<file path="config.mk">
export PLATFORM = sky130hd
export DESIGN_NAME = modbus_rtu_slave_frame_responder_unit
export DESIGN_NICKNAME = d
export VERILOG_FILES = /design/src/hdl/mbrtu_pkg.sv /design/src/hdl/mbrtu_front.sv /design/src/hdl/mbrtu_queue.sv /design/src/hdl/mbrtu_back.sv /design/src/hdl/modbus_rtu_slave_frame_responder_unit.sv
export SDC_FILE = /design/constraint.sdc
export NUM_CORES = 1
export LEC_CHECK = 0
export BUFFER_PORTS_ARGS = -buffer_cell sky130_fd_sc_hd__clkbuf_2
export CORE_ASPECT_RATIO = 1.2
export CORE_MARGIN = 2
export CORE_UTILIZATION = 60
export DETAILED_ROUTE_END_ITERATION = 12
export GPL_ROUTABILITY_DRIVEN = 0
export GPL_TIMING_DRIVEN = 0
export HOLD_SLACK_MARGIN = 0.08
export PLACE_DENSITY = 0.74
export REMOVE_ABC_BUFFERS = 1
export SLEW_MARGIN = 10
export SYNTH_ARGS = -nofsm -noshare
export SYNTH_HDL_FRONTEND = slang
export SYNTH_SLANG_ARGS = --single-unit
</file>
<file path="constraint.sdc">
create_clock -name clk -period 9.15 [get_ports clk]
set_clock_uncertainty 0.2 [all_clocks]
set_input_delay 2.745 -clock clk [delete_from_list [all_inputs] [get_ports clk]]
set_output_delay 2.745 -clock clk [all_outputs]
set_load 0.02 [all_outputs]
</file>
<file path="src/hdl/mbrtu_pkg.sv">
// Shared types, constants and the CRC-16 byte update for the RTU frame responder.
package mbrtu_pkg;

  // Modbus CRC-16 seed and reflected polynomial.
  localparam logic [15:0] CRC_INIT = 16'hFFFF;
  localparam logic [15:0] CRC_POLY = 16'hA001;

  // Function codes the slave recognizes.
  localparam logic [7:0] FC_READ_COILS      = 8'd1;
  localparam logic [7:0] FC_READ_DISCRETE   = 8'd2;
  localparam logic [7:0] FC_READ_HOLDING    = 8'd3;
  localparam logic [7:0] FC_READ_INPUT      = 8'd4;
  localparam logic [7:0] FC_WRITE_COIL      = 8'd5;
  localparam logic [7:0] FC_WRITE_REGISTER  = 8'd6;
  localparam logic [7:0] FC_WRITE_COILS     = 8'd15;
  localparam logic [7:0] FC_WRITE_REGISTERS = 8'd16;

  // Exception reply codes and the flag set in the echoed function code.
  localparam logic [7:0] EXC_ILLEGAL_FUNCTION = 8'h01;
  localparam logic [7:0] EXC_ILLEGAL_ADDRESS  = 8'h02;
  localparam logic [7:0] EXC_BAD_CRC          = 8'h04;
  localparam logic [7:0] EXC_FLAG             = 8'h80;

  // Configuration register indexes.
  localparam int unsigned CFG_IDX_W = 1;
  localparam logic [CFG_IDX_W-1:0] CFG_SLAVE_ADDRESS  = 1'd0;
  localparam logic [CFG_IDX_W-1:0] CFG_REGISTER_LIMIT = 1'd1;

  // Number of header bytes kept per frame.
  localparam int unsigned HDR_BYTES = 6;

  // Kind of reply a finished frame calls for.
  typedef enum logic [1:0] {
    JOB_NONE,
    JOB_EXCEPTION,
    JOB_ECHO
  } job_kind_t;

  // One reply job handed from the front end to the transmitter.
  typedef struct packed {
    job_kind_t                     kind;
    logic [7:0]                    code;
    logic [HDR_BYTES-1:0][7:0]     hdr;
  } job_t;

  // One byte of the reflected CRC-16 update.
  function automatic logic [15:0] crc_feed(input logic [15:0] crc, input logic [7:0] b);
    logic [15:0] c;
    c = crc ^ {8'h00, b};
    for (int k = 0; k < 8; k++) begin
      if (c[0]) begin
        c = (c >> 1) ^ CRC_POLY;
      end else begin
        c = c >> 1;
      end
    end
    return c;
  endfunction

endpackage

</file>
<file path="src/hdl/mbrtu_front.sv">
// Front end: takes frame bytes, tracks count, CRC and header, classifies the frame at its end.
module mbrtu_front
  import mbrtu_pkg::*;
#(
  parameter int unsigned MAX_FRAME = 256
) (
  input  logic                 clk,
  input  logic                 rst_n,
  input  logic                 cfg_we,
  input  logic [CFG_IDX_W-1:0] cfg_addr,
  input  logic [15:0]          cfg_wdata,
  input  logic                 in_tvalid,
  output logic                 in_tready,
  input  logic [7:0]           in_tdata,
  input  logic                 in_tlast,
  input  logic                 q_full,
  output logic                 q_push,
  output job_t                 q_job
);

  localparam int unsigned CW = $clog2(MAX_FRAME + 1);

  logic [7:0]                slave_addr_r;
  logic [15:0]               reg_limit_r;
  logic [CW-1:0]             count_r, count_nxt;
  logic [15:0]               crc_r, crc_nxt;
  logic [7:0]                tail0_r, tail0_nxt, tail1_r, tail1_nxt;
  logic [HDR_BYTES-1:0][7:0] hdr_r, hdr_nxt;
  logic                      accept;
  logic                      take;
  logic                      fc_ok;
  logic [15:0]               start_reg;
  logic [15:0]               rcv_crc;
  job_kind_t                 kind;
  logic [7:0]                code;

  assign in_tready = !q_full;
  assign accept    = in_tvalid && in_tready;
  assign take      = count_r < CW'(MAX_FRAME);

  // Per-byte update of the frame trackers, as seen after this transfer.
  always_comb begin
    count_nxt = count_r;
    crc_nxt   = crc_r;
    tail0_nxt = tail0_r;
    tail1_nxt = tail1_r;
    hdr_nxt   = hdr_r;
    if (take) begin
      if (count_r >= CW'(2)) begin
        crc_nxt = crc_feed(crc_r, tail0_r);
      end
      tail0_nxt = tail1_r;
      tail1_nxt = in_tdata;
      for (int k = 0; k < HDR_BYTES; k++) begin
        if (count_r == CW'(k)) begin
          hdr_nxt[k] = in_tdata;
        end
      end
      count_nxt = count_r + CW'(1);
    end
  end

  // Frame checks in priority order.
  always_comb begin
    unique case (hdr_nxt[1])
      FC_READ_COILS, FC_READ_DISCRETE, FC_READ_HOLDING, FC_READ_INPUT,
      FC_WRITE_COIL, FC_WRITE_REGISTER, FC_WRITE_COILS, FC_WRITE_REGISTERS: fc_ok = 1'b1;
      default: fc_ok = 1'b0;
    endcase
  end

  assign start_reg = {hdr_nxt[2], hdr_nxt[3]};
  assign rcv_crc   = {tail1_nxt, tail0_nxt};

  always_comb begin
    kind = JOB_NONE;
    code = EXC_ILLEGAL_FUNCTION;
    priority if (count_nxt < CW'(4)) begin
      kind = JOB_NONE;
    end else if (hdr_nxt[0] != slave_addr_r) begin
      kind = JOB_NONE;
    end else if (!fc_ok) begin
      kind = JOB_EXCEPTION;
      code = EXC_ILLEGAL_FUNCTION;
    end else if (start_reg >= reg_limit_r) begin
      kind = JOB_EXCEPTION;
      code = EXC_ILLEGAL_ADDRESS;
    end else if (rcv_crc != crc_nxt) begin
      kind = JOB_EXCEPTION;
      code = EXC_BAD_CRC;
    end else if (hdr_nxt[1] == FC_WRITE_REGISTER) begin
      kind = JOB_ECHO;
    end else begin
      kind = JOB_NONE;
    end
  end

  assign q_push     = accept && in_tlast && (kind != JOB_NONE);
  assign q_job.kind = kind;
  assign q_job.code = code;
  assign q_job.hdr  = hdr_nxt;

  // Configuration registers.
  always_ff @(posedge clk) begin
    if (!rst_n) begin
      slave_addr_r <= 8'd3;
      reg_limit_r  <= 16'd1000;
    end else if (cfg_we) begin
      unique case (cfg_addr)
        CFG_SLAVE_ADDRESS:  slave_addr_r <= cfg_wdata[7:0];
        CFG_REGISTER_LIMIT: reg_limit_r  <= cfg_wdata;
        default: ;
      endcase
    end
  end

  // Frame state; everything returns to its reset value at frame end.
  always_ff @(posedge clk) begin
    if (!rst_n) begin
      count_r <= '0;
      crc_r   <= CRC_INIT;
      tail0_r <= '0;
      tail1_r <= '0;
      hdr_r   <= '0;
    end else if (accept) begin
      if (in_tlast) begin
        count_r <= '0;
        crc_r   <= CRC_INIT;
        tail0_r <= '0;
        tail1_r <= '0;
        hdr_r   <= '0;
      end else begin
        count_r <= count_nxt;
        crc_r   <= crc_nxt;
        tail0_r <= tail0_nxt;
        tail1_r <= tail1_nxt;
        hdr_r   <= hdr_nxt;
      end
    end
  end

endmodule

</file>
<file path="src/hdl/mbrtu_queue.sv">
// Two-entry job queue between the frame front end and the reply transmitter.
module mbrtu_queue
  import mbrtu_pkg::*;
(
  input  logic clk,
  input  logic rst_n,
  input  logic push,
  input  job_t push_job,
  output logic full,
  input  logic pop,
  output logic empty,
  output job_t pop_job
);

  localparam int unsigned DEPTH = 2;
  localparam int unsigned PW    = $clog2(DEPTH);

  job_t          mem [DEPTH];
  logic [PW-1:0] wr_ptr_r, rd_ptr_r;
  logic [PW:0]   fill_r;
  logic          do_push, do_pop;

  assign full    = fill_r == (PW+1)'(DEPTH);
  assign empty   = fill_r == '0;
  assign do_push = push && !full;
  assign do_pop  = pop && !empty;
  assign pop_job = mem[rd_ptr_r];

  // Entry storage.
  always_ff @(posedge clk) begin
    if (do_push) begin
      mem[wr_ptr_r] <= push_job;
    end
  end

  // Pointers and fill level.
  always_ff @(posedge clk) begin
    if (!rst_n) begin
      wr_ptr_r <= '0;
      rd_ptr_r <= '0;
      fill_r   <= '0;
    end else begin
      if (do_push) begin
        wr_ptr_r <= wr_ptr_r + PW'(1);
      end
      if (do_pop) begin
        rd_ptr_r <= rd_ptr_r + PW'(1);
      end
      unique case ({do_push, do_pop})
        2'b10:   fill_r <= fill_r + (PW+1)'(1);
        2'b01:   fill_r <= fill_r - (PW+1)'(1);
        default: fill_r <= fill_r;
      endcase
    end
  end

endmodule

</file>
<file path="src/hdl/mbrtu_back.sv">
// Reply transmitter: plays out exception and echo replies one byte per transfer.
module mbrtu_back
  import mbrtu_pkg::*;
(
  input  logic       clk,
  input  logic       rst_n,
  input  logic       q_empty,
  input  job_t       q_job,
  output logic       q_pop,
  output logic       out_tvalid,
  input  logic       out_tready,
  output logic [7:0] out_tdata,
  output logic       out_tlast
);

  logic        busy_r;
  job_t        job_r;
  logic [2:0]  idx_r;
  logic [15:0] crc_r;
  logic        out_valid_r;
  logic [7:0]  out_data_r;
  logic        out_last_r;
  logic        emit;
  logic [7:0]  byte_sel;
  logic        last_sel;

  assign out_tvalid = out_valid_r;
  assign out_tdata  = out_data_r;
  assign out_tlast  = out_last_r;

  assign q_pop = !busy_r && !q_empty;
  assign emit  = busy_r && (!out_valid_r || out_tready);

  // Select the next reply byte for the current job.
  always_comb begin
    byte_sel = job_r.hdr[0];
    last_sel = 1'b0;
    if (job_r.kind == JOB_EXCEPTION) begin
      unique case (idx_r)
        3'd0:    byte_sel = job_r.hdr[0];
        3'd1:    byte_sel = job_r.hdr[1] | EXC_FLAG;
        default: begin
          byte_sel = job_r.code;
          last_sel = 1'b1;
        end
      endcase
    end else begin
      unique case (idx_r)
        3'd6:    byte_sel = crc_r[7:0];
        3'd7:    begin
          byte_sel = crc_r[15:8];
          last_sel = 1'b1;
        end
        default: byte_sel = job_r.hdr[idx_r];
      endcase
    end
  end

  // Job sequencing and the echo CRC, fed as header bytes go out.
  always_ff @(posedge clk) begin
    if (!rst_n) begin
      busy_r <= 1'b0;
      idx_r  <= '0;
      crc_r  <= CRC_INIT;
    end else if (q_pop) begin
      busy_r <= 1'b1;
      idx_r  <= '0;
      crc_r  <= CRC_INIT;
    end else if (emit) begin
      idx_r <= idx_r + 3'd1;
      if (idx_r < 3'd6) begin
        crc_r <= crc_feed(crc_r, byte_sel);
      end
      if (last_sel) begin
        busy_r <= 1'b0;
      end
    end
  end

  always_ff @(posedge clk) begin
    if (q_pop) begin
      job_r <= q_job;
    end
  end

  // Output register.
  always_ff @(posedge clk) begin
    if (!rst_n) begin
      out_valid_r <= 1'b0;
    end else if (emit) begin
      out_valid_r <= 1'b1;
    end else if (out_tready) begin
      out_valid_r <= 1'b0;
    end
  end

  always_ff @(posedge clk) begin
    if (emit) begin
      out_data_r <= byte_sel;
      out_last_r <= last_sel;
    end
  end

endmodule

</file>
<file path="src/hdl/modbus_rtu_slave_frame_responder_unit.sv">
// Top level of the Modbus RTU slave frame responder.
// Frame bytes stream in on the in_ channel, one byte per cycle, with tlast on the
// last byte of a frame; the only stall comes when two finished replies already
// wait in the job queue. At frame end the front end checks length, slave address,
// function code, start register and CRC in the same cycle and queues a reply job;
// the transmitter then sends an exception reply (address, code with bit 7 set,
// exception code) or, for write single register, the six header bytes and their
// CRC low byte first, one byte per cycle on out_ while out_tready is high. Frames
// shorter than four bytes, frames for another address and other valid codes give no
// reply. Bytes beyond MAX_FRAME are ignored, though their tlast still ends the frame.
module modbus_rtu_slave_frame_responder_unit
  import mbrtu_pkg::*;
#(
  parameter int unsigned MAX_FRAME = 256
) (
  input  logic                 clk,
  input  logic                 rst_n,
  input  logic                 cfg_we,
  input  logic [CFG_IDX_W-1:0] cfg_addr,
  input  logic [15:0]          cfg_wdata,
  input  logic                 in_tvalid,
  output logic                 in_tready,
  input  logic [7:0]           in_tdata,   // [7:0] rx_byte
  input  logic                 in_tlast,
  output logic                 out_tvalid,
  input  logic                 out_tready,
  output logic [7:0]           out_tdata,  // [7:0] tx_byte
  output logic                 out_tlast
);

  logic q_full, q_push, q_pop, q_empty;
  job_t push_job, pop_job;

  mbrtu_front #(
    .MAX_FRAME (MAX_FRAME)
  ) u_front (
    .clk       (clk),
    .rst_n     (rst_n),
    .cfg_we    (cfg_we),
    .cfg_addr  (cfg_addr),
    .cfg_wdata (cfg_wdata),
    .in_tvalid (in_tvalid),
    .in_tready (in_tready),
    .in_tdata  (in_tdata),
    .in_tlast  (in_tlast),
    .q_full    (q_full),
    .q_push    (q_push),
    .q_job     (push_job)
  );

  mbrtu_queue u_queue (
    .clk      (clk),
    .rst_n    (rst_n),
    .push     (q_push),
    .push_job (push_job),
    .full     (q_full),
    .pop      (q_pop),
    .empty    (q_empty),
    .pop_job  (pop_job)
  );

  mbrtu_back u_back (
    .clk        (clk),
    .rst_n      (rst_n),
    .q_empty    (q_empty),
    .q_job      (pop_job),
    .q_pop      (q_pop),
    .out_tvalid (out_tvalid),
    .out_tready (out_tready),
    .out_tdata  (out_tdata),
    .out_tlast  (out_tlast)
  );

endmodule

</file>
==> impl_metrics.yaml <==
status:
  status: "finished, final reports clean"
placement:
  hpwl_mm: 21.5
  pre_cts_ws_ns: 2.65
  post_dp_cell_area_um2: 15300
  io_buffers: 41
  numPlacedInstances: 1597
min_path:
  hp-class: "reg -> reg"
clock_tree:
  cts_tree: "built"
  htreeDepth: 1
  clockBufferDepth: 3
  clk_latency_ns: 0.57
  post_cts.repair.setup_buffers: 0
  cts_resized: 0
  hold_buffers: 0
  cts.clk_slew.worst_paths_ns: 0.06
  cts.sinks: 306
  cts_root_buffer: "clkbuf_16"
  cts_inserted_buffers: 31
sta:
  hold-worst-slack_ns: 0.266
  period_share_pct: 65.8
  rsz0062_at_grt: "no"
  drv_slew: 0
  setup_viol: 0
  fin_ws_ns: 3.13
  hold_violations: 0
  final.min_clock_period_ns: 6.02
  fmax_mhz: 166
  worst_pin_slew_ns: 1.23
  max_slew_margin_pct: 17.4
worst_setup_path:
  end_kind: "flip-flop"
  startpoint_type: "input pin"
  worstPathRequired_ns: 9.42
  crit_fanout: 12
  crit_arrival_ns: 6.29
  crit_type: "in -> reg"
pwr:
  p_sw_uw: 619
  p_sw_share_pct: 21.8
  p_int_uw: 2220
  power_density_nw_per_um2: 174
  ir_drop_mv: 0.153
  p_total_uw: 2840
  leakagePower_uw: 0.00588
  p_clk_share_pct: 43.6
  power_frac_seq_pct: 51.3
  comb_power_share_pct: 5.1
finish:
  nets: 1367
  drive_gt1_share_pct: 16.8
  fill_cells: 1792
  stdcell_area_um2: 16300
  final_cells: 1655
  n_antenna_cell: 0
  multiInputGateArea_um2: 6550
  regArea_um2: 7810
  syn2layout_area_growth_pct: 10.0
floorplan:
  dieArea_um2: 26000
  placementRows: 62
  core_area_um2: 24100
  die_w_um: 147
  die_h_um: 176
  start_util_pct: 61.4
  ios: 42
synth:
  avgSynthCellArea_um2: 11.3
  synthesis.instances: 1315
  ys_warn_count: 0
  ys_seq_area_share_pct: 52.7
  synth_edf_count: 168
  synth_area_um2: 14800
  ys_ff_latch: 306
  async_flop_share_pct: 0
  yosysUniqueCellTypes: 75
  ys.flop_type: "edfxtp_1"
global_routing:
  grt_pass1_wl_mm: 52.1
  antenna_found_initial: 0
  gr-total-overflow: 0
  grt_pass1_vias: 9828
  grt_max_degree: 82
  grtUsageTotal_pct: 25.2
routing:
  vias: 10100
  first_iter_violations: 580
  ant_nets: 0
  first_pass_iters: 5
  vias_per_cell: 6.07
  wire_per_inst_um: 19.7
  drt-total-wl_mm: 32.6
  drc_errors: 0
run:
  maxCapViolCount: 0
worst max-delay path, stage by stage:
cell and delay, ns:
clkbuf_2 0.33, mux2i_1 0.20, xor3_1 0.40, a21oi_1 0.08, a2111oi_0 0.45, nand4b_1 0.18
nor4_2 0.56, a41o_1 0.48, ha_1 0.34, or3_1 0.35, a21boi_0 0.16
sequential cells by signal, indices dropped and copies added (netlist names):
register	count
u_front.slave_addr_r	8
u_back.out_tlast	1
u_queue.fill_r	2
u_queue.wr_ptr_r	1
u_front.hdr_r	48
u_back.job_r	53
u_front.tail1_r	8
u_front.count_r	9
u_back.out_tvalid	1
u_back.crc_r	16
u_queue.rd_ptr_r	1
u_back.out_tdata	8
u_queue.mem	106
u_front.tail0_r	8
u_front.reg_limit_r	16
u_front.crc_r	16
u_back.idx_r	3
u_back.busy_r	1
layer usage:
layer,vias up,share of wire [%],global-route usage (%)
met2,263,49,43.5
met1,4898,43,32.6
li1,4834,-,-
met5,-,0,0
met3,55,4.7,3.33
met4,0,3.2,9.50
placed cells by master (no fill, tap or decap), types with 6 or more instances in the layout:
master     netlist  final
a211oi_1         7      7
a21boi_0        19     19
a21o_1           6      6
a21oi_1         45     45
a22oi_1         70     70
a31oi_1         10     10
and2_1          10     10
clkbuf_1        73      6
clkbuf_16        0     31
clkbuf_2         0     40
clkinv_1         1      7
dfxtp_1        138    135
edfxtp_1       168    168
ha_1            26     26
inv_1           34     33
mux2_2         102    102
mux2i_1         39     39
mux4_2           6      6
nand2_1        124    123
nand2b_1        18     18
nand3_1         27     27
nand3b_1         6      6
nand4_1         10     10
nor2_1          40     37
nor2b_1         77     76
nor3_1          29     29
nor4_1          14     13
o211ai_1        26     26
o21ai_0         26     25
or4_1            8      8
xnor2_1         43     43
xor2_1          19     19
worst paths after layout:
| path | slack, ns | end | cells after the start | startpoint |
|---|---|---|---|---|
| min | 0.27 | u_front.reg_limit_r[14] | 2 | u_front.reg_limit_r[14] |
| max | 3.13 | u_queue.fill_r[1] | 11 | in_tdata[0] |
| max reg2reg | 3.60 | u_queue.mem[0][34] | 16 | u_front.count_r[3] |
| min reg2reg | 0.27 | u_front.reg_limit_r[14] | 2 | u_front.reg_limit_r[14] |
cell type report:
class                   count  area share (%)
repair buffers             49            2.40
clock inverters            15           0.799
flip-flops and latches    306            48.0
multi-input cells         885            40.2
clock buffers              43            5.33
inverters                  37           0.853
well taps                 320            2.46
through the flow:
stage	TNS, ns	utilization (%)
final	0	67.5
after global routing	0	67.5
after CTS	0	67.5
after detailed placement	0	63.4
after global placement	-4.66	62.4
after floorplan	0	-
cells in the mapped netlist (7+ instances only):
master / n / area share, %
mux2_2: 102 / 7.8
xor2_1: 19 / 1.1
a211oi_1: 7 / 0.35
xnor2_1: 43 / 2.5
or4_1: 8 / 0.41
mux2i_1: 39 / 2.6
nor4_1: 14 / 0.59
nand2_1: 124 / 3.1
nor2b_1: 77 / 3.3
a21oi_1: 45 / 1.5
clkbuf_1: 73 / 1.9
and2_1: 10 / 0.42
nor2_1: 40 / 1.0
nand3_1: 27 / 0.91
o21ai_0: 26 / 0.88
nand2b_1: 18 / 0.76
inv_1: 34 / 0.86
edfxtp_1: 168 / 34
ha_1: 26 / 2.2
o211ai_1: 26 / 1.3
a22oi_1: 70 / 3.5
a21boi_0: 19 / 0.96
a31oi_1: 10 / 0.42
buf_2: 8 / 0.27
nor3_1: 29 / 0.98
dfxtp_1: 138 / 19
nand4_1: 10 / 0.42
cell families after synthesis:
logic type                 synth area share (%)
muxes                                      11.3
AOI/OAI and AO/OA                          12.1
adders and majority gates                  2.20
buffers and inverters                      3.29
xor gates and xnor gates                   4.75
and+or+nand+nor                            13.6
DFF                                        52.7
power by group through the flow:
stage	sequential, uW	clock, uW	combinational, uW
after global routing	1460	1310	158
after detailed placement	1490	0	143
after CTS	1460	1250	144
after floorplan	1490	0	91.7
after global placement	1490	0	139
final	1460	1240	145
No activity file was read; power rests on OpenSTA's default activity.
